**src/convex_support_point_search_macros.svh**
```systemverilog
`ifndef CONVEX_SUPPORT_POINT_SEARCH_MACROS_SVH
`define CONVEX_SUPPORT_POINT_SEARCH_MACROS_SVH

// Antecedent implies consequent in the same cycle.
`define CSPS_ASSERT_IMP(lbl, ante, cons, msg) \
  lbl: assert property (@(posedge clk_i) disable iff (!rst_ni) (ante) |-> (cons)) \
    else $error(msg);

// Antecedent implies consequent in the next cycle.
`define CSPS_ASSERT_NXT(lbl, ante, cons, msg) \
  lbl: assert property (@(posedge clk_i) disable iff (!rst_ni) (ante) |=> (cons)) \
    else $error(msg);

`endif

```
**src/cssp_pkg.sv**
```systemverilog
package cssp_pkg;

  // Item kinds
  localparam logic [1:0] KIND_CLEAR  = 2'd0;
  localparam logic [1:0] KIND_APPEND = 2'd1;
  localparam logic [1:0] KIND_QUERY  = 2'd2;
  localparam logic [1:0] KIND_UNUSED = 2'd3;

  // What the shared multiplier is working on
  typedef enum logic [2:0] {
    GRP_QUAT,
    GRP_ROT,
    GRP_SCORE,
    GRP_SQ,
    GRP_BIAS
  } mul_grp_e;

  typedef struct packed {
    logic     clr;
    logic     app;
    logic     start;
    logic     build_r;
    logic     load;
    logic     mul_en;
    mul_grp_e grp;
    logic [3:0] j;
    logic [1:0] k;
  } dp_cmd_t;

  typedef struct packed {
    logic count_zero;
    logic scan_done;
    logic sqrt_busy;
    logic div_busy;
    logic len_zero;
  } dp_sts_t;

  function automatic logic signed [31:0] sat32(input logic signed [63:0] v);
    if (v > 64'sh0000_0000_7fff_ffff) return 32'sh7fff_ffff;
    if (v < -64'sh0000_0000_8000_0000) return -32'sh8000_0000;
    return v[31:0];
  endfunction

endpackage

```
**src/cssp_ctrl.sv**
```systemverilog
module cssp_ctrl (
  input  logic               clk_i,
  input  logic               rst_ni,
  input  logic               in_valid_i,
  input  logic [1:0]         kind_i,
  output logic               in_stall_o,
  output cssp_pkg::dp_cmd_t  cmd_o,
  input  cssp_pkg::dp_sts_t  sts_i,
  input  logic               out_free_i,
  output logic               out_load_o
);

  typedef enum logic [14:0] {
    ST_IDLE  = 15'b000000000000001,
    ST_ROT   = 15'b000000000000010,
    ST_RWAIT = 15'b000000000000100,
    ST_RBLD  = 15'b000000000001000,
    ST_LOAD  = 15'b000000000010000,
    ST_VROT  = 15'b000000000100000,
    ST_VSC   = 15'b000000001000000,
    ST_SWAIT = 15'b000000010000000,
    ST_SQM   = 15'b000000100000000,
    ST_SQW   = 15'b000001000000000,
    ST_SQRT  = 15'b000010000000000,
    ST_BMUL  = 15'b000100000000000,
    ST_BW    = 15'b001000000000000,
    ST_DIV   = 15'b010000000000000,
    ST_DONE  = 15'b100000000000000
  } state_e;

  state_e     state_q, state_d;
  logic [3:0] cj_q, cj_d;
  logic [1:0] ck_q, ck_d;

  // Sequencing
  always_comb begin
    state_d    = state_q;
    cj_d       = cj_q;
    ck_d       = ck_q;
    cmd_o      = '0;
    cmd_o.j    = cj_q;
    cmd_o.k    = ck_q;
    in_stall_o = 1'b1;
    out_load_o = 1'b0;
    case (state_q)
      ST_IDLE: begin
        in_stall_o = 1'b0;
        if (in_valid_i) begin
          case (kind_i)
            cssp_pkg::KIND_CLEAR:  cmd_o.clr = 1'b1;
            cssp_pkg::KIND_APPEND: cmd_o.app = 1'b1;
            cssp_pkg::KIND_QUERY: begin
              cmd_o.start = 1'b1;
              cj_d        = '0;
              state_d     = sts_i.count_zero ? ST_DONE : ST_ROT;
            end
            default: ;
          endcase
        end
      end
      ST_ROT: begin
        cmd_o.mul_en = 1'b1;
        cmd_o.grp    = cssp_pkg::GRP_QUAT;
        if (cj_q == 4'd8) state_d = ST_RWAIT;
        else              cj_d = cj_q + 4'd1;
      end
      ST_RWAIT: state_d = ST_RBLD;
      ST_RBLD: begin
        cmd_o.build_r = 1'b1;
        state_d       = ST_LOAD;
      end
      ST_LOAD: begin
        cmd_o.load = 1'b1;
        cj_d       = '0;
        ck_d       = '0;
        state_d    = ST_VROT;
      end
      ST_VROT: begin
        cmd_o.mul_en = 1'b1;
        cmd_o.grp    = cssp_pkg::GRP_ROT;
        if (ck_q == 2'd2) begin
          ck_d = '0;
          if (cj_q == 4'd2) begin
            cj_d    = '0;
            state_d = ST_VSC;
          end else begin
            cj_d = cj_q + 4'd1;
          end
        end else begin
          ck_d = ck_q + 2'd1;
        end
      end
      ST_VSC: begin
        cmd_o.mul_en = 1'b1;
        cmd_o.grp    = cssp_pkg::GRP_SCORE;
        if (cj_q == 4'd2) begin
          cj_d    = '0;
          state_d = sts_i.scan_done ? ST_SWAIT : ST_LOAD;
        end else begin
          cj_d = cj_q + 4'd1;
        end
      end
      ST_SWAIT: state_d = ST_SQM;
      ST_SQM: begin
        cmd_o.mul_en = 1'b1;
        cmd_o.grp    = cssp_pkg::GRP_SQ;
        if (cj_q == 4'd2) begin
          cj_d    = '0;
          state_d = ST_SQW;
        end else begin
          cj_d = cj_q + 4'd1;
        end
      end
      ST_SQW: state_d = ST_SQRT;
      ST_SQRT: begin
        if (!sts_i.sqrt_busy) begin
          cj_d    = '0;
          state_d = sts_i.len_zero ? ST_DONE : ST_BMUL;
        end
      end
      ST_BMUL: begin
        cmd_o.mul_en = 1'b1;
        cmd_o.grp    = cssp_pkg::GRP_BIAS;
        state_d      = ST_BW;
      end
      ST_BW: state_d = ST_DIV;
      ST_DIV: begin
        if (!sts_i.div_busy) begin
          if (cj_q == 4'd2) begin
            state_d = ST_DONE;
          end else begin
            cj_d    = cj_q + 4'd1;
            state_d = ST_BMUL;
          end
        end
      end
      ST_DONE: begin
        if (out_free_i) begin
          out_load_o = 1'b1;
          state_d    = ST_IDLE;
        end
      end
      default: state_d = ST_IDLE;
    endcase
  end

  always_ff @(posedge clk_i or negedge rst_ni) begin
    if (!rst_ni) begin
      state_q <= ST_IDLE;
      cj_q    <= '0;
      ck_q    <= '0;
    end else begin
      state_q <= state_d;
      cj_q    <= cj_d;
      ck_q    <= ck_d;
    end
  end

endmodule

```
**config.mk**
```make
export PLATFORM = sky130hd
export DESIGN_NAME = cssp_ctrl
export DESIGN_NICKNAME = d
export VERILOG_FILES = /design/src/convex_support_point_search_macros.svh /design/src/cssp_pkg.sv /design/src/cssp_ctrl.sv
export SDC_FILE = /design/constraint.sdc
export NUM_CORES = 1
export LEC_CHECK = 0
export ABC_AREA = 1
export BUFFER_PORTS_ARGS = -buffer_cell sky130_fd_sc_hd__buf_2
export CORE_MARGIN = 4
export CORE_UTILIZATION = 60
export DETAILED_ROUTE_END_ITERATION = 8
export GPL_TIMING_DRIVEN = 1
export PLACE_DENSITY = 0.94
export SYNTH_ARGS = -nofsm -noshare
export SYNTH_HDL_FRONTEND = slang
export SYNTH_SLANG_ARGS = --single-unit
```
**constraint.sdc**
```tcl
create_clock -name clk_i -period 3 [get_ports clk_i]
set_clock_uncertainty 0.2 [all_clocks]
set_input_delay 0.6 -clock clk_i [delete_from_list [all_inputs] [get_ports clk_i]]
set_output_delay 0.6 -clock clk_i [all_outputs]
set_load 0.01 [all_outputs]
```
Word-level counts from Yosys, hierarchy flattened
Index checks and enable logic that the tools add are counted.
- bits in registers: 21
- input bits: 11
- output and inout bits: 17
- word-level logic and storage cells: 80
- $add $sub $neg: 2
- equal/unequal tests: 32
- muxes and demuxes: 37
- reductions and logical operators: 6
- operator list (operator ; count):
    $pmux W15 S15 ; 1
    $mux W15 ; 13
    $mux W4 ; 8
    $pmux W4 S7 ; 1
    $ne A2 B2 Y1 const B ; 11
    $pmux W4 S5 ; 1
    $eq A15 B1 Y1 const B ; 1
    $eq A15 B10 Y1 const B ; 1
    $eq A15 B11 Y1 const B ; 1
    $eq A15 B12 Y1 const B ; 1
    $eq A15 B13 Y1 const B ; 1
    $eq A15 B14 Y1 const B ; 1
    $eq A15 B15 Y1 const B ; 1
    $eq A15 B2 Y1 const B ; 1
    $eq A15 B3 Y1 const B ; 1
    $eq A15 B4 Y1 const B ; 1
    $eq A15 B5 Y1 const B ; 1
    $eq A15 B6 Y1 const B ; 1
    $eq A15 B7 Y1 const B ; 1
    $eq A15 B8 Y1 const B ; 1
    $eq A15 B9 Y1 const B ; 1
    $reduce_and A10 Y1 ; 1
    $mux W1 ; 8
    $mux W8 ; 1
    15 further kinds ; 17

Logic depth before layout (Yosys ltp)
Gate-level depths: netlist of the first run.
- depth in word-level cells: 4
- gate-level depth with buffers: 12
- depth with buffers taken out: 12

Least setup slack after synthesis of the first run
OpenSTA, ideal clock, no wires.
- path kind: reg-to-output
- start: register state_q[0]
- end: output port cmd_o[13] in the netlist's numbering
- data arrival time: 1388 ps
- data required time: 2200 ps
- slack: 812 ps
- cell stages (with the launch flop): 7
- cell sequence: dfstp_2 -> inv_1 -> nor2_1 -> nand2_1 -> nor2_2 -> nand2_1 -> nor4_1
- RTL lines (item ; RTL line ; text):
    start, declared ; cssp_ctrl.sv:31 ; state_e state_q, state_d;
    start signal, assigned ; cssp_ctrl.sv:153 ; state_q <= state_d;
    end, declared ; cssp_ctrl.sv:7 ; output cssp_pkg::dp_cmd_t cmd_o,

==> impl_metrics.tcl, run 1 <==
set metrics [dict create \
    max_freq_mhz 361 \
    min_path_type "in -> async" \
    grt_max_degree 22 \
    ys_seq_area_share_pct 33.0 \
    cts_tree "built" \
    syn_to_final_growth_pct 11.3 \
    p_leak_nw 1.05 \
    gp_congestion 0.915 \
    grt_usage_pct 21.4 \
    rsz0062_at_grt "no" \
    period_needed_ns 2.77 \
    final_cells 288 \
    antenna_cells 0 \
    cts_made_buffers 3 \
    antenna_found_initial 0 \
    maxCapViolCount 0 \
    nets 273 \
    path_max_fanout 11 \
    most-common-layout-cells "60 x nand2_1, 31 x inv_1, 29 x nor2_1" \
    final_hold_viol_count 0 \
    crit_type "reg -> out" \
    first_pass_iters 5 \
    syn_inst 229 \
    drive_gt1_share_pct 26.4 \
    place_area_um2 1740 \
    cts_root_buf "clkbuf_4" \
    synth-seq-cells 21 \
    multi_input_area_um2 928 \
    synth_nets 243 \
    powerDensity_nw_per_um2 636 \
    cp.arrival_ns 1.97 \
    netlist_area_um2 1590 \
    r2r_end "state_q[1]$_DFFE_PN0P_" \
    core_um2 2500 \
    startpoint_type "flop" \
    cp.required_ns 2.20 \
    critical_path.max_stage_delay_ns 0.42 \
    grt_pass1_vias 1367 \
    routedWlPerCell_um 12.0 \
    dr.first_iter.drc_count 104 \
    ys.warnings.count 0 \
    setup_violations 0 \
    drc 0 \
    pin_count 28 \
    ir_worst_vdd_mv 0.550 \
    h-tree-depth 1 \
    crit-reg2reg-launch "state_q[7]$_DFFE_PN0P_" \
    fillers 218 \
    final_util_pct 71.0 \
    drt_wl_total_um 3470 \
    rows 18 \
    cts.sinks 21 \
    final_common_cell "nand2_1" \
    clock_path_buffers 2 \
    ctsHoldBuffers 0 \
    cts_resized 0 \
    crit_start "state_q[7]$_DFFE_PN0P_" \
    postCtsSetupBuffers 0 \
    relSlewSlack_pct 70.0 \
    clock_latency_ns 0.32 \
    antenna_left 0 \
    path_cells "nor2_2, nand2_4, nor2_4, nand2_1, nand3_2, nand3b_1, buf_2" \
    fp.dieH_um 59.5 \
    r2r_cells 10 \
    port_buffers 27 \
    path_clk_slew_ns 0.13 \
    avgSynthCellArea_um2 6.96 \
    worst_slew_pin_slew_ns 0.450 \
    initial_utilization_pct 63.8 \
    vias 1524 \
    setup_tns_ns 0 \
    status "finished, final reports clean" \
    slew_violations 0 \
    dieArea_um2 3550 \
    final_area_um2 1770 \
    regArea_um2 527 \
    grt-ovfl-total 0 \
    viasPerCell 5.29 \
    end_kind "primary output" \
    slowest_stage "dfrtp_1" \
    crit_end "cmd_o[9]" \
    rrSetupSlack_ns 0.90 \
    period_share_pct 92.3 \
    grt_first_pass_wirelength_um 5790 \
    dieWidth_um 59.5 \
    synth.distinct_cells 28 \
    dpl.hpwl_um 2850 \
    numPlacedInstances 284 \
]
[layout make-up]
class | count | share of cell area, %
multi-input cells | 175 | 52.3
flip-flops and latches | 21 | 29.7
repair buffers | 27 | 7.62
inverters | 31 | 6.56
well taps | 30 | 2.12
clock buffers | 3 | 1.27
clock inverters | 1 | 0.423
[metal layers]
layer	vias up	global-route usage (%)	wire length [um]
met5	-	0	0
met4	0	5.70	42
met3	5	2.61	192
met2	51	37.4	1710
met1	688	27.7	1520
li1	780	-	-
[cells in the mapped netlist]
cell       n  share of area (%)
nor4_1     2               0.78
buf_6      2                1.4
nand2_4    4                2.8
xor2_1     2                1.1
nand3b_1   2               0.94
dfrtp_1   20                 31
or2_2      1               0.39
o21bai_1   1               0.47
nor2_2    14                5.5
nor3b_2    1               0.78
or2_1      1               0.39
nand3_1   25                7.8
nor3_1     2               0.63
nor2_1    29                6.8
nand4_1    2               0.78
nor3b_1    1               0.47
a21oi_1    3               0.94
nor2_4     2                1.4
o21ai_0    1               0.31
dfstp_2    1                1.6
ha_1       3                2.4
nand2_1   60                 14
inv_1     31                7.3
nand3_4    2                2.2
o21ai_1    3               0.94
nand2_2    9                3.5
o22ai_1    2               0.78
nand3_2    3                1.9
[power by group]
| part | switching (mW) | internal, mW |
|---|---|---|
| Sequential | 0.0321 | 0.318 |
| Combinational | 0.435 | 0.196 |
| Clock | 0.0959 | 0.0510 |
[registers in the layout, summed over array words and instances, names as in the netlist]
name and flops:
cj_q 4, ck_q 2, state_q 15
[worst min path at each step]
| stage | start | end | slack (ns) | cells after the start |
|---|---|---|---|---|
| final | rst_ni | ck_q[1]$_DFFE_PN0P_ | 0.004 | 1 |
| after global routing | rst_ni | ck_q[0]$_DFFE_PN0P_ | 0.03 | 1 |
| after CTS | rst_ni | ck_q[1]$_DFFE_PN0P_ | 0.03 | 1 |
| after detailed placement | state_q[0]$_DFFE_PN1P_ | state_q[0]$_DFFE_PN1P_ | 0.29 | 2 |
| after global placement | state_q[0]$_DFFE_PN1P_ | state_q[0]$_DFFE_PN1P_ | 0.28 | 2 |
| after floorplan | rst_ni | cj_q[0]$_DFFE_PN0P_ | 0.10 | 0 |
[per-stage QoR]
stage / setup slack [ns] / power (mW) / hold WS [ns]
2_1_floorplan: 0.812 / 0.863 / 0.104
3_3_place_gp: 0.644 / 0.968 / 0.278
3_5_place_dp: 0.600 / 0.985 / 0.285
4_1_cts: 0.242 / 1.13 / 0.0253
5_1_grt: 0.0416 / 1.22 / 0.0347
6_report: 0.231 / 1.13 / 0.00363
[cell families after synthesis]
| kind of cell | after synthesis | synth area share (%) |
|---|---|---|
| compound gates | 10 | 3.45 |
| buf+inv | 33 | 8.71 |
| fa+ha+maj | 3 | 2.36 |
| xor+xnor | 2 | 1.10 |
| simple gates | 160 | 51.3 |
| flops | 21 | 33.0 |
[critical path: cells and delay by family (launching register included)]
kind                   cells  cell delay (ns)
buffers and inverters      1             0.13
DFF                        1             0.42
and+or+nand+nor            6             1.10
Note: power is estimated with default switching activity, not from simulation.
==> inputs of run 2 (changes only) <==
CORE_ASPECT_RATIO = 0.9   (was not set)
==> run 2 against run 1 <==
Against the previous run:
- global-route usage grew 0.22 points
- fmax shrank 1.0%
- non-clock buffer count is the same
- total power about the same
- final cell count is 0.69% lower
- final area is 0.28% lower
- largest power group unchanged
- highest routed layer unchanged
==> impl_metrics.tcl, run 2 (synthesis results as in run 1) <==
set metrics [dict create \
    status "finished, final reports clean" \
    setup_tns_ns 0 \
    h-tree-depth 1 \
    relSlewSlack_pct 68.9 \
    routedWlPerCell_um 12.7 \
    gp_congestion 0.939 \
    slew_violations 0 \
    cp.arrival_ns 2.00 \
    worst_slew_pin_slew_ns 0.467 \
    initial_utilization_pct 64.1 \
    ctsHoldBuffers 0 \
    startpoint_type "flop" \
    antenna_found_initial 0 \
    nets 273 \
    grt_first_pass_wirelength_um 6200 \
    critical_path.max_stage_delay_ns 0.43 \
    reg_top3 "state_q x15, cj_q x4, ck_q x2" \
    drt_wl_total_um 3630 \
    antenna_cells 0 \
    crit_start "state_q[7]$_DFFE_PN0P_" \
    cp.required_ns 2.20 \
    viasPerCell 5.35 \
    top_register "state_q" \
    port_buffers 27 \
    p_leak_nw 1.05 \
    pin_count 28 \
    rows 17 \
    final_common_cell "nand2_1" \
    max_freq_mhz 357 \
    dr.first_iter.drc_count 69 \
    maxCapViolCount 0 \
    powerDensity_nw_per_um2 638 \
    cts.sinks 21 \
    period_needed_ns 2.80 \
    first_pass_iters 5 \
    period_share_pct 93.2 \
    grt_max_degree 22 \
    most-common-layout-cells "60 x nand2_1, 31 x inv_1, 29 x nor2_1" \
    ir_worst_vdd_mv 0.445 \
    dieArea_um2 3550 \
    dieWidth_um 62.3 \
    met1_length_um 1570 \
    grt-ovfl-total 0 \
    final_hold_viol_count 0 \
    drc 0 \
    largest_register_ffs 15 \
    rsz0062_at_grt "no" \
    setup_violations 0 \
    clock_path_buffers 2 \
    cts_tree "built" \
    grt_pass1_vias 1446 \
    crit_type "reg -> out" \
    postCtsSetupBuffers 0 \
    multi_input_area_um2 928 \
    place_area_um2 1740 \
    path_max_fanout 11 \
    cts_root_buf "clkbuf_4" \
    path_clk_slew_ns 0.12 \
    core_um2 2490 \
    vias 1530 \
    antenna_left 0 \
    route.met3.wl_um 303 \
    cts_made_buffers 3 \
    regArea_um2 527 \
    crit-reg2reg-launch "state_q[7]$_DFFE_PN0P_" \
    cts_resized 0 \
    top_layer_used "met4" \
    wl_met2_um 1710 \
    slowest_stage "dfrtp_1" \
    drive_gt1_share_pct 26.4 \
    end_kind "primary output" \
    fillers 210 \
    fp.dieH_um 56.9 \
    min_path_type "in -> async" \
    clock_latency_ns 0.31 \
    path_cells "nor2_2, nand2_4, nor2_4, nand2_1, nand3_2, nand3b_1, buf_2" \
    syn_to_final_growth_pct 11.0 \
    timing.hold.ws_ns 0.0215 \
    grt_usage_pct 21.6 \
    dpl.hpwl_um 3000 \
    final_area_um2 1770 \
]
[run 2: changes by cell type in the layout (fill, tap and decap cells not counted)]
cell	delta
clkinv_2	+1
clkinvlp_4	-1
[run 2: power breakdown]
part | total (mW) | internal [mW] | leakage [nW] | switching [mW]
clock | 0.139 | 0.0498 | 0.0177 | 0.0887
sequential | 0.350 | 0.318 | 0.287 | 0.0319
combinational | 0.641 | 0.195 | 0.744 | 0.445
[run 2: path summary, 6_finish.rpt]
check | to | slack (ns) | depth (start not counted)
worst max-delay path | cmd_o[9] | 0.20 | 7
worst min-delay path | cj_q[0]$_DFFE_PN0P_ | 0.02 | 1
worst max register to register | state_q[1]$_DFFE_PN0P_ | 0.87 | 10
worst min register to register | state_q[0]$_DFFE_PN1P_ | 0.31 | 2
max in group asynchronous | state_q[0]$_DFFE_PN1P_ | 2.23 | 1
min in group clk_i | state_q[0]$_DFFE_PN1P_ | 0.31 | 2
[run 2: per-layer routing]
metal	vias to the layer above	track usage, %
met2	57	37.0
met3	5	3.20
li1	777	-
met4	0	7.88
met1	691	27.7
met5	-	0
[run 2: final cells by class]
type                       count  area share, %
clock inverter                 1          0.283
sequential                    21           29.8
multi-input combinational    175           52.5
tap                           28           1.98
timing repair buffer          27           7.64
inverter                      31           6.58
clock buffer                   3           1.27
[run 2: through the flow]
| step | setup slack (ns) | std cells | power, mW | util (%) |
|---|---|---|---|---|
| finish | 0.203 | 286 | 1.13 | 71.1 |
| global route | 0.0293 | 286 | 1.22 | 71.1 |
| floorplan | 0.812 | 229 | 0.863 | - |
| detailed placement | 0.567 | 282 | 0.988 | 70.0 |
| global placement | 0.645 | 282 | 0.974 | 70.0 |
| CTS | 0.204 | 286 | 1.13 | 71.1 |
[run 2: worst max-delay path: cells and delay by family, from the launching register on]
family	cells	cell delay, ns
buf+inv	1	0.14
simple gates	6	1.12
flops	1	0.43
